### src/hdl/vns_pkg.sv
// ----------------------------------------------------------------------------
// vns_pkg
// Types and constants of the vertex normal smoother.
// ----------------------------------------------------------------------------
package vns_pkg;

  localparam int unsigned MaxVerticesDef = 64;
  localparam int unsigned NumComp       = 3;
  localparam int unsigned RootBits      = 15;
  localparam logic [3:0]  TopBit        = 4'd14;
  localparam int unsigned SumW          = 23;
  localparam int unsigned MagW          = 22;
  localparam int unsigned SqW           = 43;
  localparam int unsigned DotW          = 44;
  localparam int unsigned DotHalf       = 22;

  typedef struct packed {
    logic [31:0]        pos_x;
    logic [31:0]        pos_y;
    logic [31:0]        pos_z;
    logic signed [15:0] norm_x;
    logic signed [15:0] norm_y;
    logic signed [15:0] norm_z;
    logic               last_vertex;
  } in_item_t;

  typedef struct packed {
    logic signed [15:0] out_x;
    logic signed [15:0] out_y;
    logic signed [15:0] out_z;
    logic               out_last;
  } out_item_t;

  typedef enum logic [3:0] {
    ST_LOAD,
    ST_RD_I,
    ST_LAT_I,
    ST_SCAN,
    ST_DRAIN,
    ST_SQ,
    ST_DSUM,
    ST_T2,
    ST_MUL,
    ST_CMP,
    ST_OUT
  } vns_state_e;

  typedef struct packed {
    logic       wr_en;
    logic       latch_i;
    logic       acc_clr;
    logic       scan_rd;
    logic       sq_en;
    logic       dsum_en;
    logic       r_clr;
    logic       t2_en;
    logic       mul_en;
    logic       cmp_en;
    logic       out_load;
    logic       out_last;
    logic [1:0] comp;
    logic [3:0] bit_idx;
  } vns_cmd_t;

endpackage

### src/hdl/vns_ctrl.sv
// ----------------------------------------------------------------------------
// vns_ctrl
// Sequencer: load counting, group scan, root search steps, result hand-off.
// ----------------------------------------------------------------------------
module vns_ctrl import vns_pkg::*; #(
  parameter int unsigned MAX_VERTICES = MaxVerticesDef,
  parameter int unsigned AW = $clog2(MAX_VERTICES),
  parameter int unsigned CW = $clog2(MAX_VERTICES + 1)
) (
  input  logic          clk_i,
  input  logic          rst_ni,
  input  logic          in_valid_i,
  input  logic          in_last_i,
  output logic          in_stall_o,
  output logic          out_valid_o,
  input  logic          out_stall_i,
  output logic [AW-1:0] wr_addr_o,
  output logic [AW-1:0] rd_addr_o,
  output vns_cmd_t      cmd_o
);

  vns_state_e    state_q, state_d;
  logic [CW-1:0] cnt_q, cnt_d;
  logic [AW-1:0] i_q, i_d;
  logic [AW-1:0] j_q, j_d;
  logic [1:0]    comp_q, comp_d;
  logic [3:0]    bit_q, bit_d;
  logic          out_valid_q, out_valid_d;
  logic          in_acc;
  logic          j_last;
  logic          i_last;

  // State and counters
  always_ff @(posedge clk_i or negedge rst_ni) begin
    if (!rst_ni) begin
      state_q     <= ST_LOAD;
      cnt_q       <= '0;
      i_q         <= '0;
      j_q         <= '0;
      comp_q      <= '0;
      bit_q       <= '0;
      out_valid_q <= 1'b0;
    end else begin
      state_q     <= state_d;
      cnt_q       <= cnt_d;
      i_q         <= i_d;
      j_q         <= j_d;
      comp_q      <= comp_d;
      bit_q       <= bit_d;
      out_valid_q <= out_valid_d;
    end
  end

  assign in_stall_o  = (state_q != ST_LOAD);
  assign in_acc      = in_valid_i && !in_stall_o;
  assign out_valid_o = out_valid_q;
  assign wr_addr_o   = cnt_q[AW-1:0];
  assign rd_addr_o   = (state_q == ST_SCAN) ? j_q : i_q;
  assign j_last      = (CW'(j_q) == (cnt_q - CW'(1)));
  assign i_last      = (CW'(i_q) == (cnt_q - CW'(1)));

  // Next state and commands
  always_comb begin
    state_d     = state_q;
    cnt_d       = cnt_q;
    i_d         = i_q;
    j_d         = j_q;
    comp_d      = comp_q;
    bit_d       = bit_q;
    out_valid_d = out_valid_q && out_stall_i;
    cmd_o          = '0;
    cmd_o.comp     = comp_q;
    cmd_o.bit_idx  = bit_q;
    cmd_o.out_last = i_last;
    unique case (state_q)
      ST_LOAD: begin
        if (in_acc) begin
          if (cnt_q < CW'(MAX_VERTICES)) begin
            cmd_o.wr_en = 1'b1;
            cnt_d       = cnt_q + CW'(1);
          end
          if (in_last_i) begin
            i_d     = '0;
            state_d = ST_RD_I;
          end
        end
      end
      ST_RD_I: begin
        cmd_o.acc_clr = 1'b1;
        state_d       = ST_LAT_I;
      end
      ST_LAT_I: begin
        cmd_o.latch_i = 1'b1;
        j_d           = '0;
        state_d       = ST_SCAN;
      end
      ST_SCAN: begin
        cmd_o.scan_rd = 1'b1;
        if (j_last) begin
          state_d = ST_DRAIN;
        end else begin
          j_d = j_q + AW'(1);
        end
      end
      ST_DRAIN: begin
        comp_d  = '0;
        state_d = ST_SQ;
      end
      ST_SQ: begin
        cmd_o.sq_en = 1'b1;
        if (comp_q == 2'd2) begin
          state_d = ST_DSUM;
        end else begin
          comp_d = comp_q + 2'd1;
        end
      end
      ST_DSUM: begin
        cmd_o.dsum_en = 1'b1;
        cmd_o.r_clr   = 1'b1;
        comp_d        = '0;
        bit_d         = TopBit;
        state_d       = ST_T2;
      end
      ST_T2: begin
        cmd_o.t2_en = 1'b1;
        state_d     = ST_MUL;
      end
      ST_MUL: begin
        cmd_o.mul_en = 1'b1;
        state_d      = ST_CMP;
      end
      ST_CMP: begin
        cmd_o.cmp_en = 1'b1;
        if (bit_q != 4'd0) begin
          bit_d   = bit_q - 4'd1;
          state_d = ST_T2;
        end else if (comp_q == 2'd2) begin
          state_d = ST_OUT;
        end else begin
          comp_d  = comp_q + 2'd1;
          bit_d   = TopBit;
          state_d = ST_T2;
        end
      end
      ST_OUT: begin
        if (!out_valid_q || !out_stall_i) begin
          cmd_o.out_load = 1'b1;
          out_valid_d    = 1'b1;
          if (i_last) begin
            cnt_d   = '0;
            state_d = ST_LOAD;
          end else begin
            i_d     = i_q + AW'(1);
            state_d = ST_RD_I;
          end
        end
      end
      default: state_d = ST_LOAD;
    endcase
  end

endmodule

### config.mk
export PLATFORM = sky130hd
export DESIGN_NAME = vns_ctrl
export DESIGN_NICKNAME = d
export VERILOG_FILES = /design/src/hdl/vns_pkg.sv /design/src/hdl/vns_ctrl.sv
export SDC_FILE = /design/constraint.sdc
export NUM_CORES = 1
export LEC_CHECK = 0
export ABC_AREA = 1
export BUFFER_PORTS_ARGS = -buffer_cell sky130_fd_sc_hd__buf_2
export CORE_UTILIZATION = 50
export DETAILED_ROUTE_END_ITERATION = 10
export GPL_ROUTABILITY_DRIVEN = 0
export GPL_TIMING_DRIVEN = 0
export PLACE_DENSITY = 0.75
export SLEW_MARGIN = 25
export SYNTH_ARGS = -nofsm -noshare
export SYNTH_HDL_FRONTEND = slang
export SYNTH_SLANG_ARGS = --single-unit
### constraint.sdc
create_clock -name clk_i -period 2.25 [get_ports clk_i]
set_input_delay 0.5625 -clock clk_i [delete_from_list [all_inputs] [get_ports clk_i]]
set_output_delay 0.5625 -clock clk_i [all_outputs]
set_load 0.02 [all_outputs]
* Word level (Yosys, flattened, before mapping)
Cells that the tools add are included.
** Word-level totals
- Output and inout bits :: 32
- Word-level logic and storage cells :: 101
- Flip-flop bits (word level) :: 30
** Operators by class
- Order comparisons :: 1
- Eq/ne operators :: 24
- Reduce and logical (&&, ||, !) cells :: 20
- Mux-type cells :: 43
- Add/subtract/negate cells :: 6
** Operators with widths (count)
- one-hot mux 4 bit (11 select lines) :: 1
- two-way mux 4 bit :: 9
- two-way mux 6 bit :: 6
- two-way mux 7 bit :: 4
- one-hot mux 6 bit (2 select lines) :: 2
- != test 2 bit (second input constant) :: 10
- == test 4 x 3 -> 1 bit (second input constant) :: 4
- two-way mux 1 bit :: 15
- AND reduction 5 bit :: 3
- == test 6 x 7 -> 1 bit :: 2
- one-hot mux 7 bit (2 select lines) :: 1
- adder 6 x 1 -> 6 bit (second input constant) :: 2
- == test 4 bit (second input constant) :: 3
- == test 4 x 2 -> 1 bit (second input constant) :: 2
- one-hot mux 4 bit (2 select lines) :: 1
- nonzero test 4 bit :: 2
- adder 7 x 1 -> 7 bit (second input constant) :: 1
- < comparator 7 bit (second input constant) :: 1
- subtractor 7 x 1 -> 7 bit (second input constant) :: 1
- two-way mux 2 bit :: 3
- one-hot mux 2 bit (3 select lines) :: 1
- AND reduction 2 bit :: 3
- nonzero test 2 bit :: 3
- == test 4 x 1 -> 1 bit (second input constant) :: 1
- 10 further kinds :: 13

* Depth between registers and ports, before layout
Gate-level depths: netlist (run 1).
- Depth in word-level cells :: 5
- Mapped depth :: 14
- Mapped depth without buffers :: 14

* Least setup slack after synthesis (run 1)
Ideal clock, no wire load.
- Path type :: register -> output
- Start :: register cnt_q[0]
- End :: output port cmd_o[6] (netlist bit)
- Setup slack :: 0.064 ns
- Cell stages (with the launch flop) :: 13
- Path buffers :: 1
- Arrival time :: 1.623 ns
- Path through :: dfrtp_1 -> inv_1 -> ha_1 -> nand2_1 -> inv_1 -> nor2_1 -> o21ai_0 -> nor2_1 -> nand2_1 -> nor2_2 -> nand2_1 -> inv_1 -> buf_4
** Between the ends
- Word-level cells in the longest chain between the ends :: 2
** Ends and longest elaborated chain
- from (decl) :: RTL line vns_ctrl.sv:23 : logic [CW-1:0] cnt_q, cnt_d;
- from (signal assigned) :: RTL line vns_ctrl.sv:45 : cnt_q <= cnt_d;
- subtractor 7 x 1 -> 7 bit :: RTL line vns_ctrl.sv:60 : assign i_last = (CW'(i_q) == (cnt_q - CW'(1)));
- == test 6 x 7 -> 1 bit :: RTL line vns_ctrl.sv:60
- to (decl) :: RTL line vns_ctrl.sv:19 : output vns_cmd_t cmd_o
Every way passes these cells.

* Final worst setup path (run 1)
Ends and elaborated chain as after synthesis.

==> metrics.md, run 1 <==
| Metric | Value |
|---|---|
| Critical path capture point type | `primary output` |
| First-pass GRT wire length | `9535 um` |
| Mapped cell area | `around 2300 sq um` |
| Synth area leader | `dfrtp_1` |
| GRT Overall Usage | `between 20% and 30%` |
| Largest family of logic cells by synthesized area | `simple AND/OR/NAND/NOR gates` |
| Worst setup margin | `-0.1135 ns` |
| Top FF cell, synth | `dfrtp_1` |
| Final Power | `approximately 3.5 mW` |
| Count of final hold-check violations | `0` |
| Share of post-route cells with drive strength above 1 | `between 20% and 30%` |
| Cell variety after synth | `33` |
| TritonCTS clock tree | `yes` |
| Actual slew at the worst max-slew pin | `roughly 0.7 ns` |
| Post-synthesis xor/xnor area fraction | `under 10%` |
| CTS Root Buffer Type | `clkbuf_8` |
| Worst path arrival time | `approximately 1.8 ns` |
| Synth cell count leaders | `104 x nand2_1, 48 x inv_1, 43 x nor2_1` |
| FMAX | `423.1 MHz` |
| Die span in x | `70.52 um` |
| Yosys top cell area share | `31.98%` |
| Worst setup SP type | `flop` |
| Vias per std cell | `around 5.1` |
| Worst Path Max Fanout | `4` |
| Setup Crit Path Kind | `flop to primary output` |
| Mux contribution to synthesized area | `0%` |
| Sum of negative setup slack | `-0.1135 ns` |
| Endpoints failing setup | `1` |
| DRC | `4` |
| Clock Pin Slew Worst Setup and Hold Paths | `0.06 ns` |
| Post-route ant nets | `0` |
| Drt total wl | `approximately 5600 um` |
| Largest net degree at the start of global routing | `31` |
| Core Region | `4444 sq um` |
| DR vias | `2343` |
| Max_cap viols | `0` |
| DRT iter0 DRCs | `137` |
| Starting Density | `~53%` |
| Reg2Reg Depth | `15` |
| H-tree depth | `2` |
| Drt wl/cell | `12.19 um` |
| Number of synthesized flops with an enable pin | `0` |
| Met2 Usage GRT | `between 40 and 50%` |
| # port buffers | `36` |
| Leak | `1.549 nW` |
| # rows | `24` |
| Clk sinks | `30` |
| Initial antenna violation count | `0` |
| Io pins | `37` |
| Crit share post-route | `105.0%` |
| RSZ-0062 raised after global routing | `yes` |
| CTS buffer count | `5` |
| Post-synthesis compound-gate area fraction | `under 10%` |
| Syn_area_per_cell | `between 6 and 7 sq um` |
| Post-synthesis cell count | `~350` |
| Sequential fraction of the synthesis area | `around a third` |
| Top Usage Layer GRT | `met2` |
| Synth Area in Simple Gates | `between 40% and 50%` |
| Area Growth Syn to Fin | `22.76%` |
| Synth Net Count | `roughly 370` |
| Die H | `70.52 um` |
| Routing usage on met3 | `4.185%` |
| Worst slew margin | `a little over half` |
| Grt met1 use | `around 33%` |
| First-pass DRT Iterations | `7` |
| Clock skew | `0.003938 ns` |
| Violated checks | `DRC, setup timing` |
| Die ar. | `4972 sq um` |
| Vias in the first global route | `between 2000 and 2500` |
| HP Class | `input pin to asynchronous set/reset pin` |
| Status | `finished with violations` |
| Adder-cell area share of the yosys netlist | `roughly 3.2%` |
| Ant diodes | `0` |
| Longest Clk Path Bufs | `2` |
| Ys async rst share | `100.0%` |
| Count of final max-slew check failures | `0` |
| Clk_lat worst skew | `approximately 0.28 ns` |
| Nets | `420` |
| Most frequent cell after synthesis | `nand2_1` |
| PwrDens | `~1200 nW/um^2` |
| Worst VDD drop | `approximately 630 uV` |
| DP Wirelength | `approximately 4000 um` |
| Worst EP required | `approximately 1.7 ns` |
| Minimum clock period | `2.364 ns` |
| Seq cells post-synth | `30` |
| Ys Warns | `0` |
| Gr ovfl total | `0` |
| Synth top area cells | `dfrtp_1 32%, nand2_1 17%, inv_1 7.7%` |
## path summary, 6_finish.rpt
kind | from | end | slack, ns
max | cnt_q[0] | cmd_o[6] | -0.11
min | rst_ni | bit_q[3] | 0.32
max reg2reg | cnt_q[0] | cnt_q[4] | 0.22
min reg2reg | out_valid_o | out_valid_o | 0.50
max in group asynchronous | rst_ni | state_q[0] | 1.43
min in group clk_i | out_valid_o | out_valid_o | 0.50
## per-layer routing
| layer | share of wire [%] | vias up |
|---|---|---|
| met5 | 0 | - |
| met4 | 1.2 | 0 |
| met3 | 4.2 | 8 |
| met2 | 48 | 49 |
| met1 | 46 | 1082 |
| li1 | - | 1204 |
## area by class of cell
class	count	area [sq um]
flip-flops and latches	30	755.7
fillers	399	1563
multi-input cells	260	1393
plain buffers	13	108.9
clock buffers	6	82.58
well taps	52	65.06
repair buffers	49	285.3
inverters	50	191.4
## power by group
group / internal (mW) / switching, mW / total, mW
Clock: 0.236 / 0.208 / 0.444
Combinational: 0.843 / 1.36 / 2.21
Sequential: 0.674 / 0.145 / 0.819
## worst max-delay path: stages (launching register included)
cell	delay [ns]
dfrtp_2	0.40
inv_4	0.05
ha_4	0.28
nor2_1	0.04
nor2_1	0.10
o21ai_1	0.07
nor2_1	0.10
nand2_1	0.10
nor2_4	0.13
nand2_2	0.07
inv_2	0.06
buf_6	0.11
## registers in the layout, indices dropped and copies added (netlist names)
register     count
bit_q            4
cnt_q            7
comp_q           2
i_q              6
j_q              6
out_valid_o      1
state_q          4
## placed cells by master, fill, tap and decap left out, drive strengths merged, types with 2 or more instances in the layout
master / count
dfrtp: 30
nor3: 4
nand4: 2
inv: 49
xnor2: 2
nor3b: 3
ha: 6
nand3: 35
a21oi: 6
or2: 2
buf: 61
a31oi: 2
nor2: 50
o21ai: 19
xor2: 9
nand2: 116
clkbuf: 7
## kinds of logic after synthesis
family / after synthesis
simple gates: 213
buf+inv: 64
compound gates: 30
flops: 30
xor+xnor: 11
fa+ha+maj: 6
## per-stage QoR
| stage | utilization (%) | hold slack [ns] | instance area, sq um | cells | setup slack, ns |
|---|---|---|---|---|---|
| floorplan | - | 0.2669 | 2347 | 354 | 0.06438 |
| global route | 64.84 | 0.3949 | 2882 | 460 | -0.2153 |
| CTS | 63.34 | 0.3565 | 2815 | 458 | -0.1435 |
| global placement | 58.33 | 0.4855 | 2592 | 442 | -0.3731 |
| detailed placement | 58.33 | 0.4843 | 2592 | 442 | -0.3682 |
| finish | 64.84 | 0.3246 | 2882 | 460 | -0.1135 |
## what timing repair did
item,in CTS,in global routing
cloned,0,1
endpoints found under the setup margin,8,16
hold buffers,0,0
pin swaps,6,9
endpoints found under the hold margin,0,0
setup buffers,11,5
resized for setup,19,19
No activity file was read; power rests on OpenSTA's default activity.
==> inputs of run 2 (changes only) <==
- RECOVER_POWER: default -> 50
- SETUP_SLACK_MARGIN: default -> 0.05
==> run 2 against run 1 <==
Net effect:
- the run ends with DRC, capacitance limit, slew limit, setup timing left
- clock power down 1%
- sequential power up 0.5%
- register-to-register slack about the same
- utilization down 0.34 points
- first-iteration DRC count down 5.1%
- final cell count up 0.43%
- via count about the same
- sequential share of layout area up 0.14 points
- sequential cell count unchanged
- clock skew down 0.00069 ns
- worst hold slack better by 0.17 ns
- count of clock-buffer cells in the layout unchanged
- critical endpoint unchanged
==> metrics.md, run 2 (same netlist as run 1, synthesis figures left out) <==
| Metric | Value |
|---|---|
| Worst EP required | `1.69 ns (about the same)` |
| Hold path startpoint | `out_valid_o` |
| CTS Root Buffer Type | `clkbuf_8` |
| Placed Cells incl. Taps | `442 (unchanged)` |
| Clock Pin Slew Worst Setup and Hold Paths | `0.06 ns (about the same)` |
| Count of final max-slew check failures | `31 (+31)` |
| DR vias | `2341 (-0.085%)` |
| DRT iter0 DRCs | `130 (-5.1%)` |
| First-pass DRT Iterations | `7 (unchanged)` |
| R2r setup slk | `0.23 ns (about the same)` |
| CTS buffer count | `5 (unchanged)` |
| Hold path depth | `2` |
| Clk_lat worst skew | `0.28 ns (about the same)` |
| Count of final hold-check violations | `0 (unchanged)` |
| Sum of negative setup slack | `-0.1170 ns (-0.003487 ns)` |
| Status | `finished with violations` |
| Die ar. | `4972 sq um (unchanged)` |
| H-tree depth | `2 (unchanged)` |
| DRC | `4 (unchanged)` |
| Endpoints failing setup | `1 (unchanged)` |
| Largest net degree at the start of global routing | `31 (unchanged)` |
| Actual slew at the worst max-slew pin | `1.698 ns (+0.9985 ns)` |
| Reg2Reg Capture Point | `cnt_q[5]` |
| RSZ-0062 raised after global routing | `yes` |
| Nets | `422 (+0.48%)` |
| Drt total wl | `5540 um (-1.2%)` |
| First-pass GRT wire length | `9501 um (-0.36%)` |
| FMAX | `422.5 MHz (-0.15%)` |
| Multi-input logic area | `1375 sq um (-1.3%)` |
| Register area | `755.7 sq um (unchanged)` |
| Endpoint, Worst Hold | `out_valid_o` |
| Final Cell Area | `2867 sq um (-0.52%)` |
| TritonCTS clock tree | `yes` |
| Worst setup margin | `-0.1170 ns (-0.003487 ns)` |
| Dpl cell area | `2592 sq um (unchanged)` |
| Core Region | `4444 sq um (unchanged)` |
| Initial antenna violation count | `0 (unchanged)` |
| Leak | `1.527 nW (-1.4%)` |
| Gr ovfl total | `0 (unchanged)` |
| Worst slew margin | `-13.23% (-67 points)` |
| HP Class | `flop to flop` |
| Max_cap viols | `1 (+1)` |
| Largest register by flop count | `cnt_q` |
| Commonest cells after routing, fill and taps aside | `99 x nand2_1, 42 x inv_1, 41 x nor2_1, 34 x nand3_1, 28 x buf_2` |
| # rows | `24 (unchanged)` |
| Pre-CTS setup slack | `-0.3682 ns (unchanged)` |
| Max FFs per register | `7 (unchanged)` |
| Worst path arrival time | `1.80 ns (about the same)` |
| Reg2Reg Depth | `15 (unchanged)` |
| Worst VDD drop | `624.9 uV (about the same)` |
| Ant diodes | `0 (unchanged)` |
| Final Power | `3.444 mW (-0.73%)` |
| Clk sinks | `30 (unchanged)` |
| Die span in x | `70.52 um (unchanged)` |
| Starting Density | `52.82% (unchanged)` |
| Violated checks | `DRC, capacitance limit, slew limit, setup timing` |
| # port buffers | `36 (unchanged)` |
| Drt wl/cell | `11.99 um (-1.6%)` |
| Critical path capture point type | `primary output` |
| Minimum clock period | `2.367 ns (+0.003487 ns)` |
| Vias in the first global route | `2146 (+0.89%)` |
| Regs by FF count | `cnt_q x7, i_q x6, j_q x6` |
| Share of post-route cells with drive strength above 1 | `25.85% (-3.1 points)` |
| Worst r2r src | `cnt_q[0]` |
| Area Growth Syn to Fin | `22.12%` |
| Worst Path Max Fanout | `4 (unchanged)` |
| Worst setup SP type | `flop` |
| Die H | `70.52 um (unchanged)` |
| Vias per std cell | `5.067 (-0.52%)` |
| Clock skew | `0.003249 ns (-0.0006888 ns)` |
| PwrDens | `1201 nW/um^2 (-0.21%)` |
| Longest Clk Path Bufs | `2 (unchanged)` |
| Post-route ant nets | `0 (unchanged)` |
| Commonest non-fill, non-tap cell in the layout | `nand2_1` |
| Crit share post-route | `105.2% (+0.15 points)` |
| Non-filler cells, final | `462 (+0.43%)` |
| Setup Crit Path Kind | `flop to primary output` |
| DP Wirelength | `4030 um (unchanged)` |
| GRT Overall Usage | `24.32% (-0.061 points)` |
| Fillers | `392 (-1.8%)` |
| Io pins | `37 (unchanged)` |
-- run 2: changes by cell type in the layout (fill, tap and decap cells not counted) --
cell / change
buf_2: -10
buf_4: +1
clkbuf_1: +10
clkbuf_4: +1
inv_1: -1
inv_2: +1
nand2_1: +3
nand2_2: -3
nor2_1: +2
nor2_2: -1
nor2_4: -1
-- run 2: through the flow --
step | utilization (%) | hold slack [ns]
detailed placement | 58.33 | 0.4843
finish | 64.50 | 0.4977
global placement | 58.33 | 0.4855
CTS | 63.34 | 0.3565
global route | 64.50 | 0.5177
floorplan | - | 0.2669
-- run 2: cell type report --
class | instances | area share (%)
multi-input combinational | 260 | 47.97
sequential | 30 | 26.36
timing repair buffer | 51 | 10.04
inverter | 50 | 6.678
buffer | 13 | 3.797
clock buffer | 6 | 2.881
tap | 52 | 2.270
-- run 2: critical path: stages (launching register included) --
cell and delay, ns:
dfrtp_2 0.40, inv_4 0.05, ha_4 0.28, nor2_1 0.05, nor2_1 0.11, o21ai_1 0.07
nor2_1 0.10, nand2_1 0.10, nor2_4 0.13, nand2_2 0.07, inv_2 0.06, buf_6 0.11
-- run 2: per-layer routing --
metal / vias to the layer above / global-route usage (%) / part of all wire (%) / wire length [um]
li1: 1208 / - / - / -
met1: 1068 / 32.20 / 46 / 2558
met2: 59 / 40.78 / 48 / 2635
met3: 6 / 4.185 / 5.1 / 281
met4: 0 / 7.256 / 1.2 / 65
met5: - / 0 / 0 / 0
-- run 2: repair_timing --
item | in CTS | in global routing
hold buffers | 0 | 0
setup endpoints to repair | 17 | 16
pin swaps | 8 | 11
gates cloned | 0 | 1
gates resized for setup | 19 | 17
buffers inserted | 13 | 5
-- run 2: worst max path at each step --
stage | startpoint | to | slack (ns) | cells after the start
finish | cnt_q[0] | cmd_o[6] | -0.12 | 11
global placement | cnt_q[0] | cmd_o[6] | -0.37 | 13
floorplan | cnt_q[0] | cmd_o[6] | 0.06 | 12
CTS | cnt_q[0] | cmd_o[6] | -0.14 | 12
global route | cnt_q[0] | cmd_o[6] | -0.21 | 12
detailed placement | cnt_q[0] | cmd_o[6] | -0.37 | 13
-- run 2: report_power, final --
| group | total (mW) | switching, mW | internal (mW) |
|---|---|---|---|
| Sequential | 0.823 | 0.149 | 0.674 |
| Clock | 0.438 | 0.202 | 0.236 |
| Combinational | 2.18 | 1.35 | 0.836 |
==> inputs of run 3 (changes only) <==
- PLACE_DENSITY: 0.75 -> 0.78
==> run 3 against run 2 <==
Net effect:
- largest cell class unchanged
- combinational power is 2% higher
- setup slack improved by 0.024 ns
- critical path type unchanged
- wire length is 3.9% higher
- die area is the same
- the flow still finishes with violations (DRC, capacitance limit, slew limit, setup timing)
- non-clock buffer count fell by 3
- sequential share of layout area decreased by 0.24 points
- clock power shrank 6.8%
==> metrics.md, run 3 (same netlist as run 1, synthesis figures left out) <==
| Metric | Value |
|---|---|
| Status | `finished with violations` |
| Violated checks | `DRC, capacitance limit, slew limit, setup timing` |
| DRC | `6 (+2)` |
| Vias per std cell | `5.102 (+0.69%)` |
| HP Class | `input pin to flop` |
| Drt total wl | `5754 um (+3.9%)` |
| Crit path largest cell delay | `0.40 ns (about the same)` |
| Sequence of cells on the critical path | `inv_4 > ha_4 > inv_1 > nand2_1 > nand3_1 > nand2_1 > nor2_1 > nand2_1 > nor2_4 > nand2_4 > inv_2 > buf_6` |
| Sum of negative setup slack | `-0.09315 ns (+0.02383 ns)` |
| Buf/Inv on CP | `4 (+1)` |
| Drt wl/cell | `12.51 um (+4.3%)` |
| Core Region | `4444 sq um (unchanged)` |
| # port buffers | `36 (unchanged)` |
| Routing usage on met3 | `3.608% (-0.58 points)` |
| TritonCTS clock tree | `yes` |
| Endpoints failing setup | `1 (unchanged)` |
| Max_cap viols | `1 (unchanged)` |
| DP Wirelength | `4124 um (+2.3%)` |
| Leak | `1.528 nW (about the same)` |
| Largest register by flop count | `cnt_q` |
| Kind of cell adding the most delay to the critical path | `simple AND/OR/NAND/NOR gates` |
| # rows | `24 (unchanged)` |
| CTS buffer count | `5 (unchanged)` |
| Largest net degree at the start of global routing | `31 (unchanged)` |
| Grt met1 use | `31.43% (-0.78 points)` |
| Crit path top cell by count | `nand2_1` |
| Count of final hold-check violations | `0 (unchanged)` |
| Starting Density | `52.82% (unchanged)` |
| Hold WS | `0.5087 ns (+0.01100 ns)` |
| First-pass DRT Iterations | `8 (+1)` |
| Placed Cells incl. Taps | `442 (unchanged)` |
| Worst path arrival time | `1.78 ns (-0.02 ns)` |
| Met2 Usage GRT | `43.15% (+2.4 points)` |
| Share of post-route cells with drive strength above 1 | `26.47% (+0.62 points)` |
| Post-route ant nets | `0 (unchanged)` |
| Crit-path slowest cell | `dfrtp_2` |
| Clk sinks | `30 (unchanged)` |
| Longest Clk Path Bufs | `2 (unchanged)` |
| Die H | `70.52 um (unchanged)` |
| Clock Pin Slew Worst Setup and Hold Paths | `0.06 ns (about the same)` |
| Die span in x | `70.52 um (unchanged)` |
| Regs by FF count | `cnt_q x7, i_q x6, j_q x6` |
| Nets | `419 (-0.71%)` |
| H-tree depth | `2 (unchanged)` |
| Clock skew | `0.005121 ns (+0.001872 ns)` |
| Critical path capture point type | `primary output` |
| Worst slew margin | `-12.97% (+0.26 points)` |
| Setup Crit Path Kind | `flop to primary output` |
| Max FFs per register | `7 (unchanged)` |
| Initial antenna violation count | `0 (unchanged)` |
| Die ar. | `4972 sq um (unchanged)` |
| Final Power | `3.447 mW (about the same)` |
| RSZ-0062 raised after global routing | `yes` |
| GRT Overall Usage | `24.66% (+0.34 points)` |
| PwrDens | `1194 nW/um^2 (-0.65%)` |
| Commonest non-fill, non-tap cell in the layout | `nand2_1` |
| FMAX | `426.8 MHz (+1.0%)` |
| Io pins | `37 (unchanged)` |
| Worst VDD drop | `737.3 uV (+18%)` |
| Gr ovfl total | `0 (unchanged)` |
| Area Growth Syn to Fin | `23.03%` |
| Count of final max-slew check failures | `31 (unchanged)` |
| Worst Path Max Fanout | `7 (+3)` |
| CTS Root Buffer Type | `clkbuf_8` |
| Vias in the first global route | `2213 (+3.1%)` |
| DR vias | `2347 (+0.26%)` |
| Ant diodes | `0 (unchanged)` |
| DRT iter0 DRCs | `137 (+5.4%)` |
| Worst setup margin | `-0.09315 ns (+0.02383 ns)` |
| Minimum clock period | `2.343 ns (-0.02383 ns)` |
| Top Usage Layer GRT | `met2` |
| Non-filler cells, final | `460 (-0.43%)` |
| Crit share post-route | `104.1% (-1.1 points)` |
| First-pass GRT wire length | `9729 um (+2.4%)` |
| Commonest cells after routing, fill and taps aside | `96 x nand2_1, 42 x inv_1, 40 x nor2_1, 34 x nand3_1, 27 x dfrtp_1` |
| Actual slew at the worst max-slew pin | `1.694 ns (-0.003905 ns)` |
| Clk_lat worst skew | `0.28 ns (about the same)` |
| Worst EP required | `1.69 ns (about the same)` |
| Worst setup SP type | `flop` |
-- run 3: changes by cell type in the layout (fill, tap and decap cells not counted), sizes merged --
| cell | previous run | this run |
|---|---|---|
| buf | 52 | 48 |
| clkbuf | 18 | 20 |
-- run 3: path summary, 6_finish.rpt --
check / from / endpoint / slack (ns) / depth (start not counted)
max in group asynchronous: rst_ni / state_q[1] / 0.42 / 1
worst max register to register: cnt_q[0] / cnt_q[2] / 0.34 / 15
worst max-delay path: cnt_q[0] / cmd_o[6] / -0.09 / 12
worst min register to register: out_valid_o / out_valid_o / 0.51 / 2
min in group asynchronous: rst_ni / cnt_q[1] / 0.72 / 1
worst min-delay path: out_stall_i / out_valid_o / 0.51 / 3
-- run 3: final cells by class --
type / count / area (sq um)
tap: 52 / 65.06
fill: 416 / 1556
timing repair buffer: 48 / 290.3
multi-input combinational: 260 / 1399
clock buffer: 7 / 76.32
sequential: 30 / 754.5
inverter: 50 / 193.9
buffer: 13 / 108.9
-- run 3: layer usage --
metal	vias to the layer above	part of all wire, %	wire length [um]
met4	0	1.7	99
met5	-	0	0
met3	9	4.9	280
met2	62	49	2807
li1	1205	-	-
met1	1071	45	2566
-- run 3: worst reg2reg max path, stage by stage, from the launching register on --
cell	delay, ns
dfrtp_2	0.40
inv_4	0.05
ha_4	0.18
inv_1	0.07
nand2_1	0.08
nand3_1	0.12
nand2_1	0.06
nor2_1	0.10
nand2_1	0.09
nor2_4	0.13
nand2_4	0.06
buf_4	0.14
nand2_4	0.11
nand2_4	0.09
nand2_1	0.08
nand2_1	0.05
-- run 3: timing repair --
item                       in CTS  in global routing
gates cloned                    0                  1
setup endpoints to repair      17                  9
buffers inserted                6                  5
pin swaps                       8                 11
hold buffers                    0                  0
resized for setup              20                 36
-- run 3: report_power, final --
part / switching, mW / leakage (nW) / internal (mW)
clock: 0.195 / 0.0383 / 0.213
combinational: 1.39 / 1.10 / 0.830
sequential: 0.149 / 0.389 / 0.673
-- run 3: stage by stage --
step	area [sq um]	utilization, %	worst slack (ns)
3_5_place_dp	2592	58.33	-0.3968
2_1_floorplan	2347	-	0.06438
4_1_cts	2761	62.13	-0.1322
3_3_place_gp	2592	58.33	-0.4078
5_1_grt	2888	64.98	-0.1647
6_report	2888	64.98	-0.09315
